`src/rtl/core/nmea_lcc_pkg.sv`:
```
// Shared types, constants and helpers for the NMEA line checksum checker.
`timescale 1ns / 1ps
`default_nettype none

package nmea_lcc_pkg;

    // Line store size and position counter width
    localparam int          POS_W         = 8;
    localparam logic [7:0]  LINE_CAPACITY = 8'd128;
    localparam int          LIMIT_W       = 7;
    localparam logic [6:0]  SCAN_LIMIT_RST = 7'd75;

    // Character codes
    localparam logic [7:0]  CH_NEWLINE = 8'h0A;
    localparam logic [7:0]  CH_DOLLAR  = 8'h24;
    localparam logic [7:0]  CH_STAR    = 8'h2A;
    localparam logic [7:0]  CH_NUL     = 8'h00;

    // Length needed before a line can be classed
    localparam logic [7:0]  KIND_MIN_LEN = 8'd6;

    // Sentence kinds
    localparam logic [1:0]  KIND_OTHER = 2'd0;
    localparam logic [1:0]  KIND_GGA   = 2'd1;
    localparam logic [1:0]  KIND_GLL   = 2'd2;
    localparam logic [1:0]  KIND_RMC   = 2'd3;

    // Output tdata width (fields packed, padded to whole bytes)
    localparam int          OUT_TDATA_W = 24;

    // Scan phase of the current line
    typedef enum logic [2:0] {
        PH_START  = 3'd0,
        PH_SCAN   = 3'd1,
        PH_DIGIT1 = 3'd2,
        PH_DIGIT2 = 3'd3,
        PH_DONE   = 3'd4,
        PH_FAIL   = 3'd5
    } phase_t;

    // Verdict for one line
    typedef struct packed {
        logic        checksum_ok;
        logic [1:0]  sentence_kind;
        logic [7:0]  computed_checksum;
        logic [7:0]  line_length;
        logic        overflowed;
    } result_t;

    // Line tracker to output stage
    typedef struct packed {
        logic    line_end;
        result_t result;
    } line_evt_t;

    // Uppercase hex digit of the low nibble
    function automatic logic [7:0] hex_char(input logic [3:0] nibble);
        logic [7:0] r;
        if (nibble < 4'd10)
        begin
            r = 8'h30 + {4'd0, nibble};
        end
        else
        begin
            r = 8'h41 + {4'd0, nibble} - 8'd10;
        end
        return r;
    endfunction

    // Expected character of prefix k (0 GGA, 1 GLL, 2 RMC) after '$', slot p = 0..4
    function automatic logic [7:0] prefix_char(input logic [1:0] k, input logic [2:0] p);
        logic [7:0] c;
        c = 8'h00;
        case (p)
            3'd0: c = 8'h47;                                   // G
            3'd1: c = 8'h50;                                   // P
            3'd2: c = (k == 2'd2) ? 8'h52 : 8'h47;             // R / G
            3'd3: c = (k == 2'd0) ? 8'h47 :
                      (k == 2'd1) ? 8'h4C : 8'h4D;             // G / L / M
            3'd4: c = (k == 2'd0) ? 8'h41 :
                      (k == 2'd1) ? 8'h4C : 8'h43;             // A / L / C
            default: c = 8'h00;
        endcase
        return c;
    endfunction

endpackage

`default_nettype wire

```
`src/rtl/core/nmea_lcc_line.sv`:
```
// Per-line tracker: scan state, running XOR, digits, prefix match and verdict.
`timescale 1ns / 1ps
`default_nettype none

module nmea_lcc_line
(
    input  wire logic                      clk,
    input  wire logic                      rst_n,
    input  wire logic [6:0]                scan_limit,
    input  wire logic                      take,
    input  wire logic [7:0]                rx_byte,
    output nmea_lcc_pkg::line_evt_t        evt
);
    import nmea_lcc_pkg::*;

    phase_t      phase_reg, phase_next;
    logic [7:0]  pos_reg, pos_next;
    logic [7:0]  xor_reg, xor_next;
    logic [7:0]  dig1_reg, dig1_next;
    logic [7:0]  dig2_reg, dig2_next;
    logic [2:0]  match_reg, match_next;

    logic        full;
    logic        line_end;
    logic        scan_stop;
    logic        in_prefix;
    logic [2:0]  slot;
    logic [2:0]  match_upd;
    logic        ok;
    logic [1:0]  kind;

    // Line end on newline or when the store is already full
    assign full      = (pos_reg >= LINE_CAPACITY);
    assign line_end  = (rx_byte == CH_NEWLINE) || full;
    assign scan_stop = (pos_reg >= {1'b0, scan_limit}) || (rx_byte == CH_NUL);

    // Prefix compare for positions 1..5
    assign in_prefix = (pos_reg >= 8'd1) && (pos_reg <= 8'd5);
    assign slot      = pos_reg[2:0] - 3'd1;

    always_comb
    begin
        match_upd = match_reg;
        if (in_prefix)
        begin
            for (int k = 0; k < 3; k++)
            begin
                if (rx_byte != prefix_char(2'(k), slot))
                begin
                    match_upd[k] = 1'b0;
                end
            end
        end
    end

    // Next scan phase
    always_comb
    begin
        phase_next = phase_reg;
        unique case (phase_reg)
            PH_START:  phase_next = (rx_byte == CH_DOLLAR) ? PH_SCAN : PH_FAIL;
            PH_SCAN:
            begin
                if (scan_stop)
                begin
                    phase_next = PH_FAIL;
                end
                else if (rx_byte == CH_STAR)
                begin
                    phase_next = PH_DIGIT1;
                end
            end
            PH_DIGIT1: phase_next = PH_DIGIT2;
            PH_DIGIT2: phase_next = PH_DONE;
            PH_DONE:   phase_next = PH_DONE;
            PH_FAIL:   phase_next = PH_FAIL;
            default:   phase_next = PH_FAIL;
        endcase
    end

    // Datapath updates per phase
    always_comb
    begin
        xor_next  = xor_reg;
        dig1_next = dig1_reg;
        dig2_next = dig2_reg;
        unique case (phase_reg)
            PH_SCAN:
            begin
                if (!scan_stop && (rx_byte != CH_STAR))
                begin
                    xor_next = xor_reg ^ rx_byte;
                end
            end
            PH_DIGIT1: dig1_next = rx_byte;
            PH_DIGIT2: dig2_next = rx_byte;
            default:   xor_next  = xor_reg;
        endcase
        match_next = match_upd;
        pos_next   = pos_reg + 8'd1;
    end

    // Line state registers
    always_ff @(posedge clk or negedge rst_n)
    begin
        if (!rst_n)
        begin
            phase_reg <= PH_START;
            pos_reg   <= '0;
            xor_reg   <= '0;
            dig1_reg  <= '0;
            dig2_reg  <= '0;
            match_reg <= 3'b111;
        end
        else if (take)
        begin
            if (line_end)
            begin
                phase_reg <= PH_START;
                pos_reg   <= '0;
                xor_reg   <= '0;
                dig1_reg  <= '0;
                dig2_reg  <= '0;
                match_reg <= 3'b111;
            end
            else
            begin
                phase_reg <= phase_next;
                pos_reg   <= pos_next;
                xor_reg   <= xor_next;
                dig1_reg  <= dig1_next;
                dig2_reg  <= dig2_next;
                match_reg <= match_next;
            end
        end
    end

    // Verdict for the line as it stands
    assign ok = (phase_reg == PH_DONE)
             && (dig1_reg == hex_char(xor_reg[7:4]))
             && (dig2_reg == hex_char(xor_reg[3:0]));

    always_comb
    begin
        kind = KIND_OTHER;
        if (ok && (pos_reg >= KIND_MIN_LEN))
        begin
            if (match_reg[0])
            begin
                kind = KIND_GGA;
            end
            else if (match_reg[1])
            begin
                kind = KIND_GLL;
            end
            else if (match_reg[2])
            begin
                kind = KIND_RMC;
            end
        end
    end

    assign evt.line_end                 = line_end;
    assign evt.result.checksum_ok       = ok;
    assign evt.result.sentence_kind     = kind;
    assign evt.result.computed_checksum = xor_reg;
    assign evt.result.line_length       = pos_reg;
    assign evt.result.overflowed        = (rx_byte != CH_NEWLINE);

endmodule

`default_nettype wire

```
`src/rtl/core/nmea_lcc_out_reg.sv`:
```
// Result register: holds one line verdict until the master side takes it.
`timescale 1ns / 1ps
`default_nettype none

module nmea_lcc_out_reg
(
    input  wire logic                   clk,
    input  wire logic                   rst_n,
    input  wire logic                   load,
    input  wire nmea_lcc_pkg::result_t  result_in,
    input  wire logic                   out_ready,
    output logic                        out_valid,
    output nmea_lcc_pkg::result_t       result_out
);
    import nmea_lcc_pkg::*;

    logic    valid_reg;
    result_t res_reg;

    // Valid flag: set on load, cleared when the transfer completes
    always_ff @(posedge clk or negedge rst_n)
    begin
        if (!rst_n)
        begin
            valid_reg <= 1'b0;
        end
        else if (load)
        begin
            valid_reg <= 1'b1;
        end
        else if (out_ready)
        begin
            valid_reg <= 1'b0;
        end
    end

    // Payload, no reset
    always_ff @(posedge clk)
    begin
        if (load)
        begin
            res_reg <= result_in;
        end
    end

    assign out_valid  = valid_reg;
    assign result_out = res_reg;

endmodule

`default_nettype wire

```
`src/rtl/core/nmea_line_checksum_checker_top.sv`:
```
// Top level of the NMEA line checksum checker.
//
//  channel  | dir | handshake         | payload
//  ---------+-----+-------------------+---------------------------------------------
//  s_axis   | in  | s_tvalid/s_tready | s_tdata[7:0] = rx_byte
//  m_axis   | out | m_tvalid/m_tready | m_tdata = ok,xor,length,overflow; m_tuser = kind
//  cfg      | in  | cfg_we            | cfg_wdata[6:0] = scan_limit
//
//  One byte per cycle while s_tready is high: each byte updates the line state registers.
//  A line end loads the verdict into the result register; it is shown the next cycle.
//  s_tready drops only while a result waits and m_tready is low.
//  Reset clears the line state and sets scan_limit to 75.
`timescale 1ns / 1ps
`default_nettype none

module nmea_line_checksum_checker_top
(
    input  wire logic                                      clk,
    input  wire logic                                      rst_n,
    // config
    input  wire logic                                      cfg_we,
    input  wire logic [6:0]                                cfg_wdata,
    // input stream
    input  wire logic                                      s_tvalid,
    output logic                                           s_tready,
    input  wire logic [7:0]                                s_tdata,   // [7:0] rx_byte
    // result stream
    output logic                                           m_tvalid,
    input  wire logic                                      m_tready,
    // [0] checksum_ok, [8:1] computed_checksum, [16:9] line_length,
    // [17] overflowed, [23:18] zero
    output logic [nmea_lcc_pkg::OUT_TDATA_W-1:0]           m_tdata,
    output logic [1:0]                                     m_tuser    // [1:0] sentence_kind
);
    import nmea_lcc_pkg::*;

    logic [6:0] scan_limit_reg;
    logic       take;
    line_evt_t  evt;
    result_t    res;

    // Scan limit register
    always_ff @(posedge clk or negedge rst_n)
    begin
        if (!rst_n)
        begin
            scan_limit_reg <= SCAN_LIMIT_RST;
        end
        else if (cfg_we)
        begin
            scan_limit_reg <= cfg_wdata;
        end
    end

    // Accept while the result register is free or draining
    assign s_tready = !m_tvalid || m_tready;
    assign take     = s_tvalid && s_tready;

    nmea_lcc_line u_line
    (
        .clk        (clk),
        .rst_n      (rst_n),
        .scan_limit (scan_limit_reg),
        .take       (take),
        .rx_byte    (s_tdata),
        .evt        (evt)
    );

    nmea_lcc_out_reg u_out
    (
        .clk        (clk),
        .rst_n      (rst_n),
        .load       (take && evt.line_end),
        .result_in  (evt.result),
        .out_ready  (m_tready),
        .out_valid  (m_tvalid),
        .result_out (res)
    );

    // Pack result fields
    assign m_tdata = {6'd0, res.overflowed, res.line_length,
                      res.computed_checksum, res.checksum_ok};
    assign m_tuser = res.sentence_kind;

endmodule

`default_nettype wire

```
`config.mk`:
```
export PLATFORM = sky130hd
export DESIGN_NAME = nmea_line_checksum_checker_top
export DESIGN_NICKNAME = d
export VERILOG_FILES = /design/src/rtl/core/nmea_lcc_pkg.sv /design/src/rtl/core/nmea_lcc_line.sv /design/src/rtl/core/nmea_lcc_out_reg.sv /design/src/rtl/core/nmea_line_checksum_checker_top.sv
export SDC_FILE = /design/constraint.sdc
export NUM_CORES = 1
export LEC_CHECK = 0
export BUFFER_PORTS_ARGS = -buffer_cell sky130_fd_sc_hd__buf_4
export CORE_MARGIN = 5
export CORE_UTILIZATION = 50
export DETAILED_ROUTE_END_ITERATION = 10
export PLACE_DENSITY_LB_ADDON = 0.2
export SLEW_MARGIN = 15
export SYNTH_ARGS = -nofsm -noshare
export SYNTH_HDL_FRONTEND = slang
export SYNTH_SLANG_ARGS = --single-unit
```
`constraint.sdc`:
```
create_clock -name clk -period 3.44 [get_ports clk]
set_input_delay 0.344 -clock clk [delete_from_list [all_inputs] [get_ports clk]]
set_output_delay 0.344 -clock clk [all_outputs]
set_load 0.005 [all_outputs]
```
==> flow_metrics.env, run 1 <==
export IMPL_syn2layout_area_growth_pct=13.6
export IMPL_slowest_delay_ns=0.61
export IMPL_grt_pass1_wl_um=15600
export IMPL_power_density_mw_per_mm2=579
export IMPL_syn_avg_cell_area_sq_um=10.1
export IMPL_async_flop_share=0.697
export IMPL_power_frac_comb=0.298
export IMPL_crit_chain="inv_1 -> ha_1 -> xnor2_1 -> nand4_1 -> a211o_1 -> o41ai_1"
export IMPL_drt_pass1_iterations=5
export IMPL_finalHoldViolCount=0
export IMPL_path_max_fanout=11
export IMPL_final_util=0.576
export IMPL_post_dp_hpwl_um=6700
export IMPL_seq_area_sq_mm=0.00176
export IMPL_std_cell_rows=32
export IMPL_drive_above_1_share=0.180
export IMPL_die_area_sq_mm=0.00962
export IMPL_tns_ns=0
export IMPL_drc=0
export IMPL_fmax_mhz=395
export IMPL_seqPwrFrac=0.439
export IMPL_cts_root_buffer="clkbuf_8"
export IMPL_max_cap_violations=0
export IMPL_initialDrtViolationCount=227
export IMPL_intPower_w=0.00164
export IMPL_setup_viol=0
export IMPL_yosysWarnings=0
export IMPL_status="complete, no violations"
export IMPL_synth_area_leaders="dfrtp_1 25%, edfxtp_1 15%, ha_1 5.8%, dfstp_2 4.7%, a22o_1 3.6%"
export IMPL_slew_violations=0
export IMPL_cts_buffers=9
export IMPL_period_minus_slack_ns=2.53
export IMPL_synth_edf_count=20
export IMPL_grt_usage=0.204
export IMPL_rsz0062_at_grt="false"
export IMPL_hold_buffers=0
export IMPL_clockBufferDepth=2
export IMPL_multiInputGateArea_sq_mm=0.00192
export IMPL_cts_resized=0
export IMPL_synth_seq_area_share=0.454
export IMPL_portBuffers=41
export IMPL_worstHoldPathType="in2async"
export IMPL_slew_limit_headroom=0.485
export IMPL_grt_overflow=0
export IMPL_p_leak_nw=1.86
export IMPL_worstSetupEndpointType="register"
export IMPL_yosysTopAreaCellShare=0.252
export IMPL_worstPathBufferInverterCount=1
export IMPL_synth_seq_cells=66
export IMPL_swShare=0.356
export IMPL_clk_insertion_delay_late_ns=0.34
export IMPL_grt_max_degree=47
export IMPL_clock_skew_ns=0.00647
export IMPL_die_w_um=98.1
export IMPL_final_nets=456
export IMPL_yosysTopAreaCell="dfrtp_1"
export IMPL_cpMaxStageDelayCell="xnor2_1"
export IMPL_worst_ep_required_time_ns=3.67
export IMPL_synthCells=385
export IMPL_grt_pass1_vias=3052
export IMPL_core_area_sq_mm=0.00765
export IMPL_vias_per_cell=5.95
export IMPL_boundaryPins=48
export IMPL_cp_arrival_ns=2.76
export IMPL_post_cts_setup_buffers=0
export IMPL_wl_um=9430
export IMPL_routabilityCongestion=0.898
export IMPL_cp_start_kind="register"
export IMPL_switchingPower_w=0.000907
export IMPL_insertedDiodeCount=0
export IMPL_clock_power_share=0.263
export IMPL_tightest_slew_ns=0.767
export IMPL_synth_flop_cell="dfrtp_1"
export IMPL_num_vias=3122
export IMPL_die_h_um=98.1
export IMPL_fin_crit_sh=0.737
export IMPL_path_clk_slew_ns=0.07
export IMPL_htree_levels=3
export IMPL_clock_sinks=66
export IMPL_postRouteAntennaNets=0
export IMPL_cts_tree="done"
export IMPL_criticalPathCategory="reg2reg"
export IMPL_ir_drop_mv=0.262
export IMPL_cpLargestDelayFamily="compound AO/OA/AOI/OAI gates"
export IMPL_antenna_found_initial=0
export IMPL_synth_cell_type_count=66
export IMPL_largest_reg_flops=20
export IMPL_syn_area_sq_mm=0.00388
export IMPL_fillCellCount=668
export IMPL_start_util=0.507
export IMPL_wl_per_cell_um=18.0
==> power by group through the flow <==
stage               sequential, W  combinational (W)  clock [W]
finish                    0.00112           0.000759   0.000671
global route              0.00114           0.000851   0.000719
CTS                       0.00111           0.000754   0.000679
detailed placement        0.00113           0.000750          0
global placement          0.00113           0.000735          0
floorplan                 0.00104           0.000646          0
==> final cells by class <==
type	instances	area share
clock inverter	4	0.0111
inverter	20	0.0170
clock buffer	12	0.0355
tap	102	0.0290
sequential	66	0.399
multi-input combinational	278	0.435
timing repair buffer	43	0.0733
==> worst reg2reg max path, stage by stage (launching register included) <==
cell and delay [ns]:
dfrtp_1 0.56, inv_1 0.19, ha_1 0.25, xnor2_1 0.61, nand4_1 0.17, a211o_1 0.31, o41ai_1 0.35
==> kinds of logic (layout without fill, tap and decap cells) <==
logic type | Yosys count | count (layout) | share of synthesized area
simple gates | 122 | 122 | 0.177
compound gates | 111 | 111 | 0.201
flops | 66 | 66 | 0.454
buf+inv | 46 | 79 | 0.0571
fa+ha+maj | 18 | 18 | 0.0581
mux | 11 | 11 | 0.0290
xor+xnor | 10 | 10 | 0.0226
other cells | 1 | 6 | 0.000967
==> synthesized netlist by cell type, types with 4 or more instances <==
cell       n
a21o_1     4
clkbuf_1   8
edfxtp_1  20
o31ai_1    5
a22o_1    16
ha_1      18
nor2b_1    8
xnor2_1    7
dfrtp_1   39
nand4_1    8
dfstp_2    7
o21ai_0   27
and2_1     5
nand2b_1   9
nor4_1     4
inv_1     20
nand2_1   31
nor2_1    15
nor3_1     4
mux2i_1    9
and3_1     5
nand3_1    9
nor4b_1    5
buf_4      8
buf_2      9
a21oi_1   18
==> worst paths after layout <==
kind | from | endpoint | slack (ns) | cells after the start
worst min register to register | u_line.dig2_reg[7]$_DFFE_PN0P_ | u_line.dig2_reg[7]$_DFFE_PN0P_ | 0.51 | 1
max in group asynchronous | rst_n | u_line.xor_reg[0]$_DFFE_PN0P_ | 3.00 | 1
worst min-delay path | rst_n | u_line.pos_reg[2]$_DFFE_PN0P_ | 0.005 | 1
worst max-delay path | u_line.pos_reg[0]$_DFFE_PN0P_ | u_line.match_reg[1]$_DFFE_PN1P_ | 0.91 | 6
min in group clk | cfg_wdata[2] | scan_limit_reg[2]$_DFFE_PN0P_ | 0.21 | 3
worst max register to register | u_line.pos_reg[0]$_DFFE_PN0P_ | u_line.match_reg[1]$_DFFE_PN1P_ | 0.91 | 6
==> metal layers <==
layer	wire, um	global-route usage
met1	4330	0.296
met2	4160	0.290
met3	751	0.0429
met4	194	0.101
met5	0	0
==> per-stage QoR <==
| stage | power, W | instances | hold WS (ns) | area, sq um | setup WS, ns |
|---|---|---|---|---|---|
| after floorplan | 0.00169 | 390 | 0.0484 | 3900 | 1.27 |
| after global placement | 0.00186 | 509 | 0.389 | 4200 | 0.989 |
| after detailed placement | 0.00188 | 509 | 0.392 | 4200 | 0.904 |
| after CTS | 0.00255 | 525 | 0.0172 | 4410 | 0.936 |
| after global routing | 0.00271 | 525 | 0.0434 | 4410 | 0.712 |
| final | 0.00255 | 525 | 0.00522 | 4410 | 0.906 |
==> placed cells by master, fill, tap and decap left out, types with 9 or more instances in the layout <==
cell | synthesis | layout
a21oi_1 | 18 | 18
o21ai_0 | 27 | 27
dfrtp_1 | 39 | 39
nor2_1 | 15 | 15
nand3_1 | 9 | 9
inv_1 | 20 | 20
nand2b_1 | 9 | 9
clkbuf_8 | 0 | 9
a22o_1 | 16 | 16
nand2_1 | 31 | 31
edfxtp_1 | 20 | 20
ha_1 | 18 | 18
mux2i_1 | 9 | 9
buf_4 | 8 | 43
(Power assumes the default switching activity.)
==> inputs of run 2 (changes only) <==
Clock period 3.44 ns to 2.5 ns, I/O delays scaled along.
==> flow_metrics.env, run 2 (synthesized netlist as in run 1, its figures left out) <==
export IMPL_status="complete, no violations"
export IMPL_ir_drop_mv=0.348
export IMPL_setup_viol=0
export IMPL_power_density_mw_per_mm2=774
export IMPL_boundaryPins=48
export IMPL_clock_sinks=66
export IMPL_postPlaceCellArea_sq_mm=0.00427
export IMPL_core_area_sq_mm=0.00765
export IMPL_routabilityCongestion=0.853
export IMPL_cts_tree="done"
export IMPL_p_leak_nw=1.88
export IMPL_rsz0062_at_grt="false"
export IMPL_criticalPathCategory="reg2reg"
export IMPL_clock_power_share=0.234
export IMPL_mostFrequentLayoutCell="buf_4"
export IMPL_most_common_layout_cells="49 x buf_4, 39 x dfrtp_1, 31 x nand2_1, 27 x o21ai_0"
export IMPL_intPower_w=0.00219
export IMPL_seqPwrFrac=0.429
export IMPL_power_frac_comb=0.337
export IMPL_grt_pass1_wl_um=15400
export IMPL_postRouteAntennaNets=0
export IMPL_slew_violations=0
export IMPL_syn2layout_area_growth_pct=15.0
export IMPL_drive_above_1_share=0.193
export IMPL_grt_max_degree=47
export IMPL_initialDrtViolationCount=265
export IMPL_grt_pass1_vias=3041
export IMPL_vias_per_cell=5.97
export IMPL_htree_levels=3
export IMPL_grt_usage=0.201
export IMPL_die_area_sq_mm=0.00962
export IMPL_insertedDiodeCount=0
export IMPL_portBuffers=41
export IMPL_tns_ns=0
export IMPL_wl_per_cell_um=17.9
export IMPL_cts_buffers=9
export IMPL_grt_overflow=0
export IMPL_whs_path_depth=3
export IMPL_slew_limit_headroom=0.553
export IMPL_clockBufferDepth=2
export IMPL_start_util=0.507
export IMPL_path_clk_slew_ns=0.07
export IMPL_drc=0
export IMPL_cp_start_kind="register"
export IMPL_final_area_sq_mm=0.00446
export IMPL_fmax_mhz=442
export IMPL_std_cell_rows=32
export IMPL_path_max_fanout=9
export IMPL_num_vias=3183
export IMPL_worstHoldPathType="in2reg"
export IMPL_worst_ep_required_time_ns=2.77
export IMPL_antenna_found_initial=0
export IMPL_clock_skew_ns=0.00827
export IMPL_swShare=0.364
export IMPL_die_h_um=98.1
export IMPL_max_cap_violations=0
export IMPL_wl_um=9540
export IMPL_final_nets=464
export IMPL_drt_pass1_iterations=5
export IMPL_reg2reg_depth=7
export IMPL_die_w_um=98.1
export IMPL_switchingPower_w=0.00126
export IMPL_largest_reg_flops=20
export IMPL_finalHoldViolCount=0
export IMPL_cp_arrival_ns=2.54
export IMPL_tightest_slew_ns=0.670
export IMPL_worstSetupEndpointType="register"
export IMPL_cts_root_buffer="clkbuf_8"
export IMPL_period_minus_slack_ns=2.26
export IMPL_clk_insertion_delay_late_ns=0.35
export IMPL_fin_crit_sh=0.905
export IMPL_post_dp_hpwl_um=6770
==> run 2: changes by cell type in the layout (fill, tap and decap cells not counted), sizes merged <==
cell and change:
dlygate4sd3 +1, clkinv -1, clkbuf +1, clkinvlp +1, buf +7, bufinv -1
==> run 2: path summary, 6_finish.rpt <==
path / start / end / slack [ns]
worst max-delay path: scan_limit_reg[1]$_DFFE_PN1P_ / u_line.xor_reg[0]$_DFFE_PN0P_ / 0.24
worst min-delay path: cfg_wdata[5] / scan_limit_reg[5]$_DFFE_PN0P_ / 0.11
worst max register to register: scan_limit_reg[1]$_DFFE_PN1P_ / u_line.xor_reg[0]$_DFFE_PN0P_ / 0.24
worst min register to register: u_line.dig2_reg[7]$_DFFE_PN0P_ / u_line.dig2_reg[7]$_DFFE_PN0P_ / 0.51
max in group asynchronous: rst_n / u_line.dig2_reg[7]$_DFFE_PN0P_ / 1.62
min in group asynchronous: rst_n / u_line.pos_reg[2]$_DFFE_PN0P_ / 0.46
==> run 2: timing repair <==
item	in CTS	in global routing
hold buffers	1	0
gates resized for setup	0	1
setup buffers	0	0
hold endpoints to repair	39	0
endpoints found under the setup margin	0	3
==> run 2: power groups by stage <==
stage | Clock (W) | Combinational [W] | Sequential [W]
after CTS | 0.000821 | 0.00114 | 0.00148
after floorplan | 0 | 0.000889 | 0.00143
after global placement | 0 | 0.00110 | 0.00149
after global routing | 0.000875 | 0.00129 | 0.00151
after detailed placement | 0 | 0.00113 | 0.00150
final | 0.000808 | 0.00116 | 0.00148
==> run 2: worst max-delay path: stages, from the launching register on <==
cell	delay [ns]
dfstp_2	0.51
inv_1	0.06
ha_1	0.29
o21ai_0	0.15
a21oi_1	0.08
o31a_1	0.37
nor4b_1	0.49
mux2i_1	0.24
==> run 2: routing by layer <==
layer	global-route usage	wire (um)	vias up
li1	-	-	1497
met1	0.287	4440	1548
met2	0.293	4250	127
met3	0.0486	700	11
met4	0.0820	143	0
met5	0	0	-
==> run 2: per-stage QoR <==
step / setup WS, ns / util / cells / hold slack (ns) / total power [W]
3_3_place_gp: 0.245 / 0.558 / 516 / 0.311 / 0.00259
2_1_floorplan: 0.359 / - / 390 / -0.0456 / 0.00232
4_1_cts: 0.125 / 0.582 / 533 / 0.101 / 0.00344
3_5_place_dp: 0.161 / 0.558 / 516 / 0.300 / 0.00262
6_report: 0.237 / 0.583 / 533 / 0.109 / 0.00345
5_1_grt: 0.0772 / 0.583 / 533 / 0.115 / 0.00368
==> run 2: cell type report <==
cell class              instances  area, sq um
clock buffers                  13          159
well taps                     102          128
inverters                      20         75.1
repair buffers                 51          398
fillers                       703         3190
multi-input cells             278         1920
flip-flops and latches         66         1760
clock inverters                 3         16.3
==> inputs of run 3 (changes only) <==
Settings changed: CTS_BUF_LIST from default to sky130_fd_sc_hd__clkbuf_4 sky130_fd_sc_hd__clkbuf_8 sky130_fd_sc_hd__clkbuf_16, TNS_END_PERCENT from default to 1.
==> flow_metrics.env, run 3 (synthesized netlist as in run 1, its figures left out) <==
export IMPL_status="complete, no violations"
export IMPL_seq_area_sq_mm=0.00176
export IMPL_slowest_delay_ns=0.51
export IMPL_wl_per_cell_um=17.8
export IMPL_initialDrtViolationCount=263
export IMPL_path_max_fanout=9
export IMPL_clock_skew_ns=0.00736
export IMPL_fin_crit_sh=0.907
export IMPL_hp_start="cfg_wdata[5]"
export IMPL_worstHoldPathType="in2reg"
export IMPL_clk_insertion_delay_late_ns=0.34
export IMPL_largest_reg_flops=20
export IMPL_grt_pass1_vias=3032
export IMPL_fmax_mhz=441
export IMPL_drive_above_1_share=0.197
export IMPL_final_nets=464
export IMPL_slew_limit_headroom=0.550
export IMPL_std_cell_rows=32
export IMPL_crit_chain="inv_1 -> ha_1 -> o21ai_0 -> a21oi_1 -> o31a_1 -> nor4b_1 -> mux2i_1"
export IMPL_core_area_sq_mm=0.00765
export IMPL_cp_arrival_ns=2.54
export IMPL_slew_violations=0
export IMPL_routabilityCongestion=0.853
export IMPL_cp_start_kind="register"
export IMPL_die_w_um=98.1
export IMPL_fillCellCount=701
export IMPL_power_density_mw_per_mm2=776
export IMPL_post_cts_setup_buffers=0
export IMPL_cp_startpoint="scan_limit_reg[1]$_DFFE_PN1P_"
export IMPL_finalHoldViolCount=0
export IMPL_max_cap_violations=0
export IMPL_boundaryPins=48
export IMPL_r2r_start="scan_limit_reg[1]$_DFFE_PN1P_"
export IMPL_worstPathBufferInverterCount=1
export IMPL_most_common_layout_cells="49 x buf_4, 39 x dfrtp_1, 31 x nand2_1, 27 x o21ai_0"
export IMPL_grt_overflow=0
export IMPL_htree_levels=3
export IMPL_die_h_um=98.1
export IMPL_die_area_sq_mm=0.00962
export IMPL_wl_um=9480
export IMPL_mostFrequentLayoutCell="buf_4"
export IMPL_rsz0062_at_grt="false"
export IMPL_power_w=0.00347
export IMPL_period_minus_slack_ns=2.27
export IMPL_vias_per_cell=6.03
export IMPL_worst_ep_required_time_ns=2.77
export IMPL_antenna_found_initial=0
export IMPL_grt_usage=0.201
export IMPL_cts_buffers=9
export IMPL_grt_pass1_wl_um=15400
export IMPL_tightest_slew_ns=0.674
export IMPL_grt_max_degree=47
export IMPL_post_dp_hpwl_um=6770
export IMPL_cpMaxStageDelayCell="dfstp_2"
export IMPL_postRouteAntennaNets=0
export IMPL_clock_sinks=66
export IMPL_drt_pass1_iterations=5
export IMPL_cpLargestDelayFamily="compound AO/OA/AOI/OAI gates"
export IMPL_insertedDiodeCount=0
export IMPL_worstSetupEndpointType="register"
export IMPL_path_clk_slew_ns=0.07
export IMPL_ir_drop_mv=0.344
export IMPL_multiInputGateArea_sq_mm=0.00192
export IMPL_tns_ns=0
export IMPL_cts_tree="done"
export IMPL_criticalPathCategory="reg2reg"
export IMPL_setup_viol=0
export IMPL_num_vias=3214
export IMPL_clockBufferDepth=2
export IMPL_start_util=0.507
export IMPL_syn2layout_area_growth_pct=15.2
export IMPL_portBuffers=41
export IMPL_p_leak_nw=1.89
export IMPL_cts_root_buffer="clkbuf_8"
export IMPL_drc=0
## run 3: cell counts in the layout (fill, tap and decap cells not counted)
No cell type changed its count.
## run 3: area by class of cell
cell class              count  share of cell area
clock buffers              13              0.0373
well taps                 102              0.0286
clock inverters             3             0.00364
flip-flops and latches     66               0.394
repair buffers             51              0.0891
inverters                  20              0.0168
multi-input cells         278               0.431
## run 3: worst paths after layout
path,end,cells past startpoint,slack [ns]
max reg2reg,u_line.xor_reg[0]$_DFFE_PN0P_,7,0.23
max in group asynchronous,u_line.xor_reg[3]$_DFFE_PN0P_,2,1.63
min in group asynchronous,u_line.pos_reg[2]$_DFFE_PN0P_,2,0.45
min,scan_limit_reg[5]$_DFFE_PN0P_,3,0.11
min reg2reg,u_line.dig2_reg[7]$_DFFE_PN0P_,1,0.51
max,u_line.xor_reg[0]$_DFFE_PN0P_,7,0.23
## run 3: metal layers
layer	part of all wire	global-route usage	up-vias	wire length [um]
met2	0.45	0.293	135	4250
li1	-	-	1499	-
met1	0.46	0.286	1566	4390
met4	0.017	0.0820	0	162
met5	0	0	-	0
met3	0.072	0.0486	14	678
## run 3: metrics by stage
stage / instances / hold slack (ns) / util / area, sq um / setup slack (ns)
after floorplan: 390 / -0.0456 / - / 3900 / 0.359
after global placement: 516 / 0.311 / 0.558 / 4270 / 0.245
after detailed placement: 516 / 0.300 / 0.558 / 4270 / 0.161
after CTS: 533 / 0.101 / 0.583 / 4460 / 0.125
after global routing: 533 / 0.115 / 0.584 / 4470 / 0.0772
final: 533 / 0.112 / 0.584 / 4470 / 0.234
## run 3: worst min-delay path: stages
cell and delay, ns:
buf_4 0.07, nand2_1 0.04, o21ai_0 0.06
## run 3: what timing repair did
action	4_1_cts	5_1_grt
hold buffers	1	0
resized for setup	0	1
setup endpoints to repair	0	3
hold endpoints to repair	39	0
## run 3: power by group
part | switching [W] | total [W] | internal [W]
registers | 0.000203 | 0.00148 | 0.00128
logic | 0.000653 | 0.00116 | 0.000506
clock network | 0.000395 | 0.000826 | 0.000432
total | 0.00125 | 0.00347 | 0.00222
